--- src/rtl/otbq_pkg.sv ---
`timescale 1ns / 1ps
// ----------------------------------------------------------------------------
// otbq_pkg
// Shared types and constants for the owner tagged bounded queue.
// ----------------------------------------------------------------------------
package otbq_pkg;

	localparam int DEPTH     = 16;
	localparam int AW        = $clog2(DEPTH);
	localparam int CW        = $clog2(DEPTH + 1);
	localparam int DATA_W    = 32;
	localparam int TAG_W     = 16;
	localparam int SEQ_W     = 64;
	localparam int CFG_W     = 5;
	localparam int CFG_IDX_W = 2;

	localparam logic [2:0] OP_PUSH   = 3'd0;
	localparam logic [2:0] OP_POP    = 3'd1;
	localparam logic [2:0] OP_MARK   = 3'd2;
	localparam logic [2:0] OP_REMOVE = 3'd3;
	localparam logic [2:0] OP_DRAIN  = 3'd4;

	localparam logic [2:0] ST_OK        = 3'd0;
	localparam logic [2:0] ST_FULL      = 3'd1;
	localparam logic [2:0] ST_EMPTY     = 3'd2;
	localparam logic [2:0] ST_NOTFOUND  = 3'd3;
	localparam logic [2:0] ST_BUDGET    = 3'd4;
	localparam logic [2:0] ST_EXHAUSTED = 3'd5;
	localparam logic [2:0] ST_CAP       = 3'd6;

	localparam logic [CFG_IDX_W-1:0] REG_CAPACITY = 2'd0;
	localparam logic [CFG_IDX_W-1:0] REG_BUDGET   = 2'd1;

	typedef struct packed {
		logic [2:0]        op;
		logic [DATA_W-1:0] payload;
		logic              owner_present;
		logic [TAG_W-1:0]  owner_tag;
		logic [SEQ_W-1:0]  target_id;
		logic [TAG_W-1:0]  drain_tag;
		logic [4:0]        drain_cap;
	} in_item_t;

	typedef struct packed {
		logic [2:0]        status;
		logic              has_entry;
		logic [SEQ_W-1:0]  entry_seq;
		logic [DATA_W-1:0] entry_payload;
		logic              entry_owned;
		logic [TAG_W-1:0]  entry_owner;
		logic              entry_published;
		logic [CW-1:0]     occupancy;
		logic              last;
	} out_item_t;

	typedef struct packed {
		logic [SEQ_W-1:0]  seq;
		logic [DATA_W-1:0] payload;
		logic              owned;
		logic [TAG_W-1:0]  owner;
		logic              published;
	} entry_t;

endpackage

--- src/rtl/owner_tagged_bounded_queue.sv ---
`timescale 1ns / 1ps
// ----------------------------------------------------------------------------
// owner_tagged_bounded_queue
// Ordered bounded queue of tagged entries, walked one slot a cycle.
//
//   channel  dir  handshake              item
//   in       in   in_valid / in_stall    in_item_t
//   out      out  out_valid / out_stall  out_item_t
//   cfg      in   cfg_we                 cfg_index, cfg_data
//
// push and unused codes finish in check; pop answers there, then walks the
// slots behind the head; mark walks to its target; remove and drain take a
// counting walk, then an editing walk, on the single walk indexed read port.
// a stalled output holds the walk where it stands.
// reset zeroes count, sets sequence to 1, config to 16; slot data undefined.
// ----------------------------------------------------------------------------
module owner_tagged_bounded_queue import otbq_pkg::*; (
	input  logic                 clk,
	input  logic                 arst_n,
	input  logic                 in_valid,
	output logic                 in_stall,
	input  in_item_t             in_item,
	output logic                 out_valid,
	input  logic                 out_stall,
	output out_item_t            out_item,
	input  logic                 cfg_we,
	input  logic [CFG_IDX_W-1:0] cfg_index,
	input  logic [CFG_W-1:0]     cfg_data
);

	typedef enum logic [1:0] {S_IDLE, S_CHECK, S_COUNT, S_WALK} state_t;

	state_t            state_q;
	in_item_t          req_q;
	out_item_t         out_q;
	logic              out_valid_q;
	logic [CW-1:0]     fill_q, idx_q, wr_q, cnt_q, occ_q;
	logic [SEQ_W-1:0]  next_seq_q;
	logic [CFG_W-1:0]  cap_lim_q, budget_q;

	entry_t            mem [DEPTH];
	entry_t            rd, mem_wdata;
	logic              mem_we;
	logic [AW-1:0]     mem_addr;

	logic              can_emit, in_range, hit, walk_hit, full, exhausted;
	logic [CFG_W-1:0]  lim;

	function automatic out_item_t mk(input logic [2:0] st, input logic has,
			input entry_t e, input logic [CW-1:0] occ, input logic lst);
		out_item_t r;
		r.status          = st;
		r.has_entry       = has;
		r.entry_seq       = has ? e.seq : '0;
		r.entry_payload   = '0;
		r.entry_owned     = 1'b0;
		r.entry_owner     = '0;
		r.entry_published = 1'b0;
		r.occupancy       = occ;
		r.last            = lst;
		return r;
	endfunction

	// head item with all of its fields
	function automatic out_item_t mk_pop(input entry_t e, input logic [CW-1:0] occ);
		out_item_t r;
		r                 = mk(ST_OK, 1'b1, e, occ, 1'b1);
		r.entry_payload   = e.payload;
		r.entry_owned     = e.owned;
		r.entry_owner     = e.owned ? e.owner : '0;
		r.entry_published = e.published;
		return r;
	endfunction

	assign in_stall  = state_q != S_IDLE;
	assign out_valid = out_valid_q;
	assign out_item  = out_q;
	assign can_emit  = !out_valid_q || !out_stall;

	assign rd        = mem[idx_q[AW-1:0]];
	assign in_range  = idx_q < fill_q;
	assign hit       = rd.owned && rd.owner == req_q.owner_tag &&
		(req_q.op == OP_REMOVE ? !rd.published : rd.published);
	assign walk_hit  = req_q.op != OP_POP && hit;
	assign lim       = (cap_lim_q > CFG_W'(DEPTH)) ? CFG_W'(DEPTH) : cap_lim_q;
	assign full      = CFG_W'(fill_q) >= lim;
	assign exhausted = next_seq_q == '1;

	always_comb begin
		mem_we    = 1'b0;
		mem_addr  = idx_q[AW-1:0];
		mem_wdata = rd;
		case (state_q)
			S_CHECK: begin
				if (can_emit && req_q.op == OP_PUSH && !full && !exhausted) begin
					mem_we              = 1'b1;
					mem_addr            = fill_q[AW-1:0];
					mem_wdata.seq       = next_seq_q;
					mem_wdata.payload   = req_q.payload;
					mem_wdata.owned     = req_q.owner_present;
					mem_wdata.owner     = req_q.owner_present ? req_q.owner_tag : '0;
					mem_wdata.published = 1'b0;
				end
			end
			S_COUNT: begin
				if (can_emit && in_range && req_q.op == OP_MARK &&
						rd.seq == req_q.target_id) begin
					mem_we              = 1'b1;
					mem_wdata.published = 1'b1;
				end
			end
			S_WALK: begin
				if (can_emit && in_range) begin
					if (req_q.op == OP_DRAIN) begin
						mem_we          = hit;
						mem_wdata.owner = req_q.drain_tag;
					end else if (!walk_hit) begin
						mem_we   = 1'b1;
						mem_addr = wr_q[AW-1:0];
					end
				end
			end
			default: ;
		endcase
	end

	always_ff @(posedge clk) begin
		if (mem_we) begin
			mem[mem_addr] <= mem_wdata;
		end
	end

	always_ff @(posedge clk or negedge arst_n) begin
		if (!arst_n) begin
			state_q     <= S_IDLE;
			out_valid_q <= 1'b0;
			fill_q      <= '0;
			next_seq_q  <= SEQ_W'(1);
			cap_lim_q   <= CFG_W'(16);
			budget_q    <= CFG_W'(16);
			idx_q       <= '0;
			wr_q        <= '0;
			cnt_q       <= '0;
			occ_q       <= '0;
		end else begin
			if (cfg_we && cfg_index == REG_CAPACITY) begin
				cap_lim_q <= cfg_data;
			end
			if (cfg_we && cfg_index == REG_BUDGET) begin
				budget_q <= cfg_data;
			end
			if (out_valid_q && !out_stall) begin
				out_valid_q <= 1'b0;
			end
			case (state_q)
				S_IDLE: begin
					if (in_valid) begin
						req_q   <= in_item;
						idx_q   <= '0;
						state_q <= S_CHECK;
					end
				end
				S_CHECK: begin
					if (can_emit) begin
						state_q <= S_IDLE;
						case (req_q.op)
							OP_PUSH: begin
								out_valid_q <= 1'b1;
								if (full) begin
									out_q <= mk(ST_FULL, 1'b0, rd, fill_q, 1'b1);
								end else if (exhausted) begin
									out_q <= mk(ST_EXHAUSTED, 1'b0, rd, fill_q, 1'b1);
								end else begin
									out_q <= mk(ST_OK, 1'b1, mem_wdata,
										fill_q + CW'(1), 1'b1);
									fill_q     <= fill_q + CW'(1);
									next_seq_q <= next_seq_q + SEQ_W'(1);
								end
							end
							OP_POP: begin
								out_valid_q <= 1'b1;
								if (fill_q == '0) begin
									out_q <= mk(ST_EMPTY, 1'b0, rd, fill_q, 1'b1);
								end else begin
									out_q   <= mk_pop(rd, fill_q - CW'(1));
									idx_q   <= CW'(1);
									wr_q    <= '0;
									state_q <= S_WALK;
								end
							end
							OP_MARK, OP_REMOVE, OP_DRAIN: begin
								if (CFG_W'(fill_q) > budget_q) begin
									out_valid_q <= 1'b1;
									out_q <= mk(ST_BUDGET, 1'b0, rd, fill_q, 1'b1);
								end else begin
									cnt_q   <= '0;
									state_q <= S_COUNT;
								end
							end
							default: begin
								out_valid_q <= 1'b1;
								out_q <= mk(ST_OK, 1'b0, rd, fill_q, 1'b1);
							end
						endcase
					end
				end
				S_COUNT: begin
					if (can_emit) begin
						if (in_range) begin
							if (req_q.op == OP_MARK && rd.seq == req_q.target_id) begin
								out_valid_q <= 1'b1;
								out_q       <= mk(ST_OK, 1'b0, rd, fill_q, 1'b1);
								state_q     <= S_IDLE;
							end else begin
								cnt_q <= cnt_q + CW'(hit);
								idx_q <= idx_q + CW'(1);
							end
						end else begin
							idx_q <= '0;
							wr_q  <= '0;
							if (req_q.op == OP_MARK) begin
								out_valid_q <= 1'b1;
								out_q       <= mk(ST_NOTFOUND, 1'b0, rd, fill_q, 1'b1);
								state_q     <= S_IDLE;
							end else if (req_q.op == OP_DRAIN &&
									cnt_q > req_q.drain_cap) begin
								out_valid_q <= 1'b1;
								out_q       <= mk(ST_CAP, 1'b0, rd, fill_q, 1'b1);
								state_q     <= S_IDLE;
							end else if (cnt_q == '0) begin
								out_valid_q <= 1'b1;
								out_q       <= mk(ST_OK, 1'b0, rd, fill_q, 1'b1);
								state_q     <= S_IDLE;
							end else begin
								occ_q   <= (req_q.op == OP_REMOVE) ? fill_q - cnt_q : fill_q;
								state_q <= S_WALK;
							end
						end
					end
				end
				S_WALK: begin
					if (can_emit) begin
						if (in_range) begin
							if (walk_hit) begin
								out_valid_q <= 1'b1;
								out_q       <= mk(ST_OK, 1'b1, rd, occ_q, cnt_q == CW'(1));
								cnt_q       <= cnt_q - CW'(1);
							end else if (req_q.op != OP_DRAIN) begin
								wr_q <= wr_q + CW'(1);
							end
							idx_q <= idx_q + CW'(1);
						end else begin
							if (req_q.op != OP_DRAIN) begin
								fill_q <= wr_q;
							end
							state_q <= S_IDLE;
						end
					end
				end
				default: state_q <= S_IDLE;
			endcase
		end
	end

	a_fill_bound: assert property (@(posedge clk) disable iff (!arst_n)
		fill_q <= CW'(DEPTH))
		else $error("entry count beyond depth");

	a_accept_busy: assert property (@(posedge clk) disable iff (!arst_n)
		in_valid && !in_stall |=> state_q == S_CHECK)
		else $error("accepted item not taken into check");

	a_seq_nonzero: assert property (@(posedge clk) disable iff (!arst_n)
		next_seq_q != '0)
		else $error("sequence id wrapped to zero");

	a_empty_fields: assert property (@(posedge clk) disable iff (!arst_n)
		out_valid_q && !out_q.has_entry |-> out_q.entry_seq == '0)
		else $error("entry id without entry");

	a_walk_emit: assert property (@(posedge clk) disable iff (!arst_n)
		state_q == S_WALK && req_q.op != OP_POP && !in_range |-> cnt_q == '0)
		else $error("walk ended with matches left");

endmodule
--- config.mk ---
export PLATFORM = sky130hd
export DESIGN_NAME = owner_tagged_bounded_queue
export DESIGN_NICKNAME = d
export VERILOG_FILES = /design/src/rtl/otbq_pkg.sv /design/src/rtl/owner_tagged_bounded_queue.sv
export SDC_FILE = /design/constraint.sdc
export NUM_CORES = 2
export LEC_CHECK = 0
export BUFFER_PORTS_ARGS = -buffer_cell sky130_fd_sc_hd__buf_2
export CAP_MARGIN = 20
export CORE_UTILIZATION = 56
export CTS_BUF_LIST = sky130_fd_sc_hd__clkbuf_16
export DETAILED_ROUTE_END_ITERATION = 10
export PLACE_DENSITY = 0.85
export REMOVE_ABC_BUFFERS = 1
export SLEW_MARGIN = 5
export SYNTH_ARGS = -nofsm -noshare
export SYNTH_HDL_FRONTEND = slang
export SYNTH_SLANG_ARGS = --single-unit
--- constraint.sdc ---
create_clock -name clk -period 14.5 [get_ports clk]
set_input_delay 0.725 -clock clk [delete_from_list [all_inputs] [get_ports clk]]
set_output_delay 0.725 -clock clk [all_outputs]
set_load 0.02 [all_outputs]
**Yosys cells after proc, flatten, opt, wreduce, memory -nomap -nowiden**

Memory sizes are Yosys's and may differ from the RTL's.
Index checks and enable logic that the tools add are counted.

- Register bits: 363
- RAM bits: 1,824
- Word-level logic and storage cells: 228
- Memories: 1

Memories:

| name | words | width | read ports | clocked after Yosys merged registers in | write ports | RTL line | source |
|---|---|---|---|---|---|---|---|
| mem | 16 | 114 | 1 | 0 | 1 | owner_tagged_bounded_queue.sv:41 | `entry_t mem [DEPTH];` |

- Add/sub/neg operators: 8
- Order comparisons: 5
- Eq/ne operators: 37
- Mux-type cells: 107
- Bitwise gates (word level): 6
- Reductions and logical operators: 38

Operators with widths:

| kind | count |
|---|---|
| $mux W124 | 13 |
| $pmux W124 S3 | 2 |
| $mux W5 | 36 |
| $mux W123 | 1 |
| $mux W114 | 1 |
| $mux W97 | 1 |
| $add A64 B1 Y64 const B | 1 |
| $eq A64 B64 Y1 | 1 |
| $eq A64 B64 Y1 const B | 1 |
| $mux W16 | 4 |
| $ne A2 B2 Y1 const B | 18 |
| $pmux W16 S2 | 1 |
| $pmux W5 S3 | 2 |
| $reduce_and A10 Y1 | 3 |
| $mux W2 | 12 |
| $mux W1 | 22 |
| $pmux W5 S4 | 1 |
| $eq A16 B16 Y1 | 1 |
| $mux W4 | 4 |
| $reduce_and A8 Y1 | 2 |
| $add A5 B1 Y5 const B | 3 |
| $logic_and A1 B1 Y1 | 14 |
| $ne A3 B3 Y1 const B | 4 |
| $reduce_and A6 Y1 | 2 |
| 33 further kinds | 51 |

**Longest topological paths before layout**

- Depth after elaboration: 13
- Gate-level depth with buffers: 22
- Gate-level depth less buffers: 13

**Worst setup path after synthesis**

OpenSTA, ideal clock, no wires.

- Path kind: reg-to-reg
- Start point: register idx_q[1]
- End point: memory mem[13][0] (netlist bit) (enable)
- Library setup time: 0.866 ns
- Arrival: 14.448 ns
- Slack: -0.814 ns
- Stages on the path, launching flop included: 17
- Buffers on the path: 7
- Clock period less this slack: 15.314 ns
- Cells stage by stage: dfrtp_1 > buf_2 > buf_2 > buf_4 > buf_2 > buf_2 > buf_2 > buf_1 > mux4_2 > a22oi_1 > nand2_1 > xor2_1 > nor4_2 > nand4b_4 > o31ai_4 > nand2_1 > nor4_1

- Word-level cells in the longest chain between the ends: 11
- Elaborated cells between the ends (all ways): 24
- Those cells by class: order compare: 1; eq/ne: 2; mux: 13; reduce/logical: 7; memory: 1

RTL lines:

| item | RTL line | source |
|---|---|---|
| start, declared | owner_tagged_bounded_queue.sv:37 | `logic [CW-1:0] fill_q, idx_q, wr_q, cnt_q, occ_q;` |
| start signal, assigned | owner_tagged_bounded_queue.sv:216 | `idx_q <= idx_q + CW'(1);` |
| start signal, assigned | owner_tagged_bounded_queue.sv:251 | `idx_q <= idx_q + CW'(1);` |
| $mem_v2 Z16 W114 | -- |  |
| $eq A16 B16 Y1 or $logic_not A1 Y1 (tied branches) | owner_tagged_bounded_queue.sv:82, owner_tagged_bounded_queue.sv:83 |  |
| $logic_and A1 B1 Y1 or $mux W1 (tied branches) | owner_tagged_bounded_queue.sv:82, owner_tagged_bounded_queue.sv:83 |  |
| $logic_and A1 B1 Y1 | owner_tagged_bounded_queue.sv:82 | `assign hit = rd.owned && rd.owner == req_q.owner_tag &&` |
| $logic_and A1 B1 Y1 | owner_tagged_bounded_queue.sv:84 | `assign walk_hit = req_q.op != OP_POP && hit;` |
| $mux W1 | owner_tagged_bounded_queue.sv:117 | `end else if (!walk_hit) begin` |
| $mux W1 | owner_tagged_bounded_queue.sv:114 | `if (req_q.op == OP_DRAIN) begin` |
| $mux W1 | owner_tagged_bounded_queue.sv:113 | `if (can_emit && in_range) begin` |
| $pmux W1 S3 | owner_tagged_bounded_queue.sv:93 | `case (state_q)` |
| $mux W1 | owner_tagged_bounded_queue.sv:128 | `if (mem_we) begin` |
| $mux W1 (implied by the code) | owner_tagged_bounded_queue.sv:129 | `mem[mem_addr] <= mem_wdata;` |
| end, declared | owner_tagged_bounded_queue.sv:41 |  |

Several ways; a longest one is shown, not always the timed one.

**Worst setup path in the final report**

- Start point: register idx_q[0]
- End point: memory mem[8][79] (netlist bit) (enable)

Same word-level chain as after synthesis.

==> flow_metrics.py <==
metrics = {
    "critical_path": {
        "critPathRequiredTime_ns": 14.94,
        "critPathKind": "flip-flop to flip-flop",
        "path_max_fanout": 117,
        "crit_arrival_ns": 10.12,
        "r2r_end": "mem[8][79]",
        "critPathSlowestCell": "dfrtp_4",
        "path_cells": "buf_12 -> buf_12 -> mux4_2 -> mux4_2 -> xor2_1 -> nor3_1 -> nand4_1 -> nor4_1 -> or4b_1 -> nand4b_4 -> o31ai_4 -> o2111ai_4 -> nor3_2 -> buf_4 -> buf_4",
        "end_kind": "flip-flop",
        "cp.buffers_inverters": 4,
        "max_stage_delay_ns": 1.05,
        "critPathTopFamily": "buffers and inverters",
        "reg2reg_depth": 15,
        "timing.rr.start": "idx_q[0]",
        "ff2ff_setup_slack_ns": 4.82,
        "critPathLaunchType": "flip-flop",
    },
    "timing": {
        "tightest_slew_ns": 1.242,
        "rsz0062_at_grt": "false",
        "tns_ns": 0,
        "clock.fmax_mhz": 103.4,
        "finalHoldViolations": 0,
        "setup_viol": 0,
        "skew_ns": 0.06750,
        "final.min_clock_period_ns": 9.675,
        "setup_slack_ns": 4.825,
        "fin_hold_ws_ns": 0.04393,
        "max_slew_margin": 0.1647,
        "fin_crit_sh": 0.6673,
        "slew_viol_final": 0,
    },
    "placement": {
        "gp_congestion": 0.9428,
        "place_area_sq_um": 92270,
        "io_buffers": 274,
        "dp_hpwl_um": 131800,
        "dp_slack_ns": 5.418,
    },
    "cells_and_area": {
        "final_cell_mix": "edfxtp_1 (2085), nand2_1 (497), mux4_2 (368)",
        "drive_gt1_frac": 0.2172,
        "final_area_sq_um": 99490,
        "final_nets": 5452,
        "syn2layout_area_growth_pct": 12.11,
        "layout_commonest_cell": "edfxtp_1",
    },
    "logic_synthesis": {
        "syn_area_sq_um": 88740,
        "syn_inst": 4913,
        "synth_warnings": 0,
        "async_flop_share": 0.04664,
        "seq_area_frac_synth": 0.7343,
        "synth_area_per_cell_sq_um": 18.06,
        "ys_seq_elements": 2187,
        "synth_edf_count": 2085,
        "ys_types": 89,
        "yosys_most_used_dff": "edfxtp_1",
    },
    "flow_run": {
        "drv_cap": 0,
    },
    "global_routing": {
        "grt_max_degree": 118,
        "grt_pass1_wl_um": 356300,
        "overflow": 0,
        "grtUsageTotal": 0.3125,
        "grt_pass1_vias": 52030,
        "antenna_found_initial": 6,
    },
    "detailed_routing": {
        "firstDrtPassIters": 11,
        "antenna_left": 0,
        "viasPerCell": 6.909,
        "wl_per_cell_um": 33.35,
        "routed_wl_um": 250100,
        "num_vias": 51820,
        "drt_iter0_markers": 8502,
        "post-route-drc-count": 0,
    },
    "cts": {
        "cts_setup_buffers": 0,
        "clk_pin_slew_ns": 0.06,
        "htreeDepth": 4,
        "cts_root_buf": "clkbuf_16",
        "cts_buffers": 207,
        "cts_tree": "done",
        "cts.sinks": 2187,
        "clk_latency_ns": 0.88,
        "cts_buffer_depth": 3,
    },
    "worst_hold_path": {
        "hold_end": "req_q[100]",
        "hp-class": "primary input to flip-flop",
        "hold_path_depth": 1,
        "hold_path.startpoint": "in_item[100]",
    },
    "power_and_ir_drop": {
        "p_leak_nw": 33.34,
        "p_total_mw": 16.56,
        "vdd_drop_max_v": 0.0001783,
        "p_sw_frac": 0.2803,
        "power_density_nw_per_um2": 166.4,
        "p_seq_frac": 0.469,
        "p_int_mw": 11.92,
        "switching_power_mw": 4.641,
        "clockPowerShare": 0.335,
        "power_frac_comb": 0.196,
    },
    "die": {
        "die-width_um": 400.1,
        "ios": 275,
        "start_util": 0.5661,
        "core.rowCount": 145,
        "fp.dieArea_sq_um": 160100,
        "die_height_um": 400.1,
        "core_region_area_sq_um": 156800,
    },
    "status": {
        "status": "complete, no violations",
    },
}
## cell type report
cell class                 count  area (sq um)
tap                         2058          2575
fill                       10060         57260
timing repair buffer         395          2542
inverter                      56         215.2
multi-input combinational   2417         22010
antenna                        1         2.502
clock buffer                 212          5305
clock inverter               174          1658
sequential                  2187         65180
## flip-flops by register name (all words and copies together) (netlist names)
register,flops
cap_lim_q,5
fill_q,5
wr_q,5
req_q,137
idx_q,5
out_item,124
occ_q,5
out_valid,1
cnt_q,5
next_seq_q,64
mem,1824
state_q,2
budget_q,5
## logic make-up (layout without fill, tap and decap cells)
family | after synthesis | count (layout) | share of synthesized area
and+or+nand+nor | 954 | 954 | 0.04846
adders and majority gates | 39 | 39 | 0.005583
other | 0 | 1 | 0
buffers and inverters | 309 | 837 | 0.01985
AOI/OAI and AO/OA | 605 | 605 | 0.04558
muxes | 680 | 680 | 0.1325
DFF | 2187 | 2187 | 0.7343
xor gates and xnor gates | 139 | 139 | 0.01372
## per-stage QoR
stage / cells / utilization
final: 7500 / 0.6347
after floorplan: 4660 / -
after global placement: 7084 / 0.5886
after detailed placement: 7087 / 0.5887
after CTS: 7487 / 0.6340
after global routing: 7499 / 0.6347
## power groups by stage
stage	combinational [mW]	clock, mW	sequential (mW)
after floorplan	2.81	0	8.15
after global placement	3.01	0	7.89
after detailed placement	3.13	0	7.89
after CTS	3.20	5.57	7.76
after global routing	3.44	5.80	7.77
final	3.25	5.55	7.76
## cell usage after synthesis (10+ instances only)
library cell	instances	share of area
a211oi_1	13	0.0011
a21o_1	13	0.0011
a21oi_1	75	0.0042
a221oi_1	24	0.0024
a22oi_1	166	0.014
a31oi_1	26	0.0018
and2_1	49	0.0035
and3_1	22	0.0016
buf_1	20	0.00085
buf_2	34	0.0019
buf_4	13	0.0011
buf_6	28	0.0036
buf_8	17	0.0029
clkbuf_1	132	0.0056
dfrtp_1	99	0.028
edfxtp_1	2085	0.71
ha_1	38	0.0054
inv_1	54	0.0023
mux2_2	55	0.0070
mux2i_1	240	0.027
mux4_1	17	0.0050
mux4_2	368	0.093
nand2_1	498	0.021
nand2b_1	15	0.0011
nand3_1	63	0.0036
nand4_1	27	0.0019
nor2_1	154	0.0065
nor2b_1	14	0.00099
nor3_1	51	0.0029
o211ai_1	10	0.00085
o21ai_0	156	0.0088
o221ai_1	10	0.00099
o22ai_1	41	0.0029
xnor2_1	87	0.0086
xor2_1	52	0.0051
## worst reg2reg max path: cells and delay by family (launching register included)
family	cells	cell delay [ns]
buffers and inverters	4	3.15
and+or+nand+nor	6	2.65
muxes	2	1.50
DFF	1	1.05
AOI/OAI and AO/OA	2	0.69
xor gates and xnor gates	1	0.19
## repair_timing
item,in CTS,in global routing
hold buffers,14,0
resized for setup,0,0
endpoints found under the hold margin,48,0
## worst max-delay path by stage
stage                         from    endpoint  slack (ns)  cells after the start
after floorplan           idx_q[0]  mem[13][0]      -21.92                     11
after global placement    idx_q[0]  mem[8][87]        5.42                     15
after detailed placement  idx_q[0]  mem[8][71]        5.42                     15
after CTS                 idx_q[0]  mem[8][56]        5.12                     15
after global routing      idx_q[0]  mem[8][79]        4.65                     15
final                     idx_q[0]  mem[8][79]        4.82                     15
## metal layers
layer	routed length [um]	share of wire	global-route usage
met2	118300	0.47	0.4953
met4	16720	0.067	0.1739
met3	33740	0.13	0.07297
met5	13	0.000052	0
met1	81280	0.33	0.4007
(Power assumes the default switching activity.)
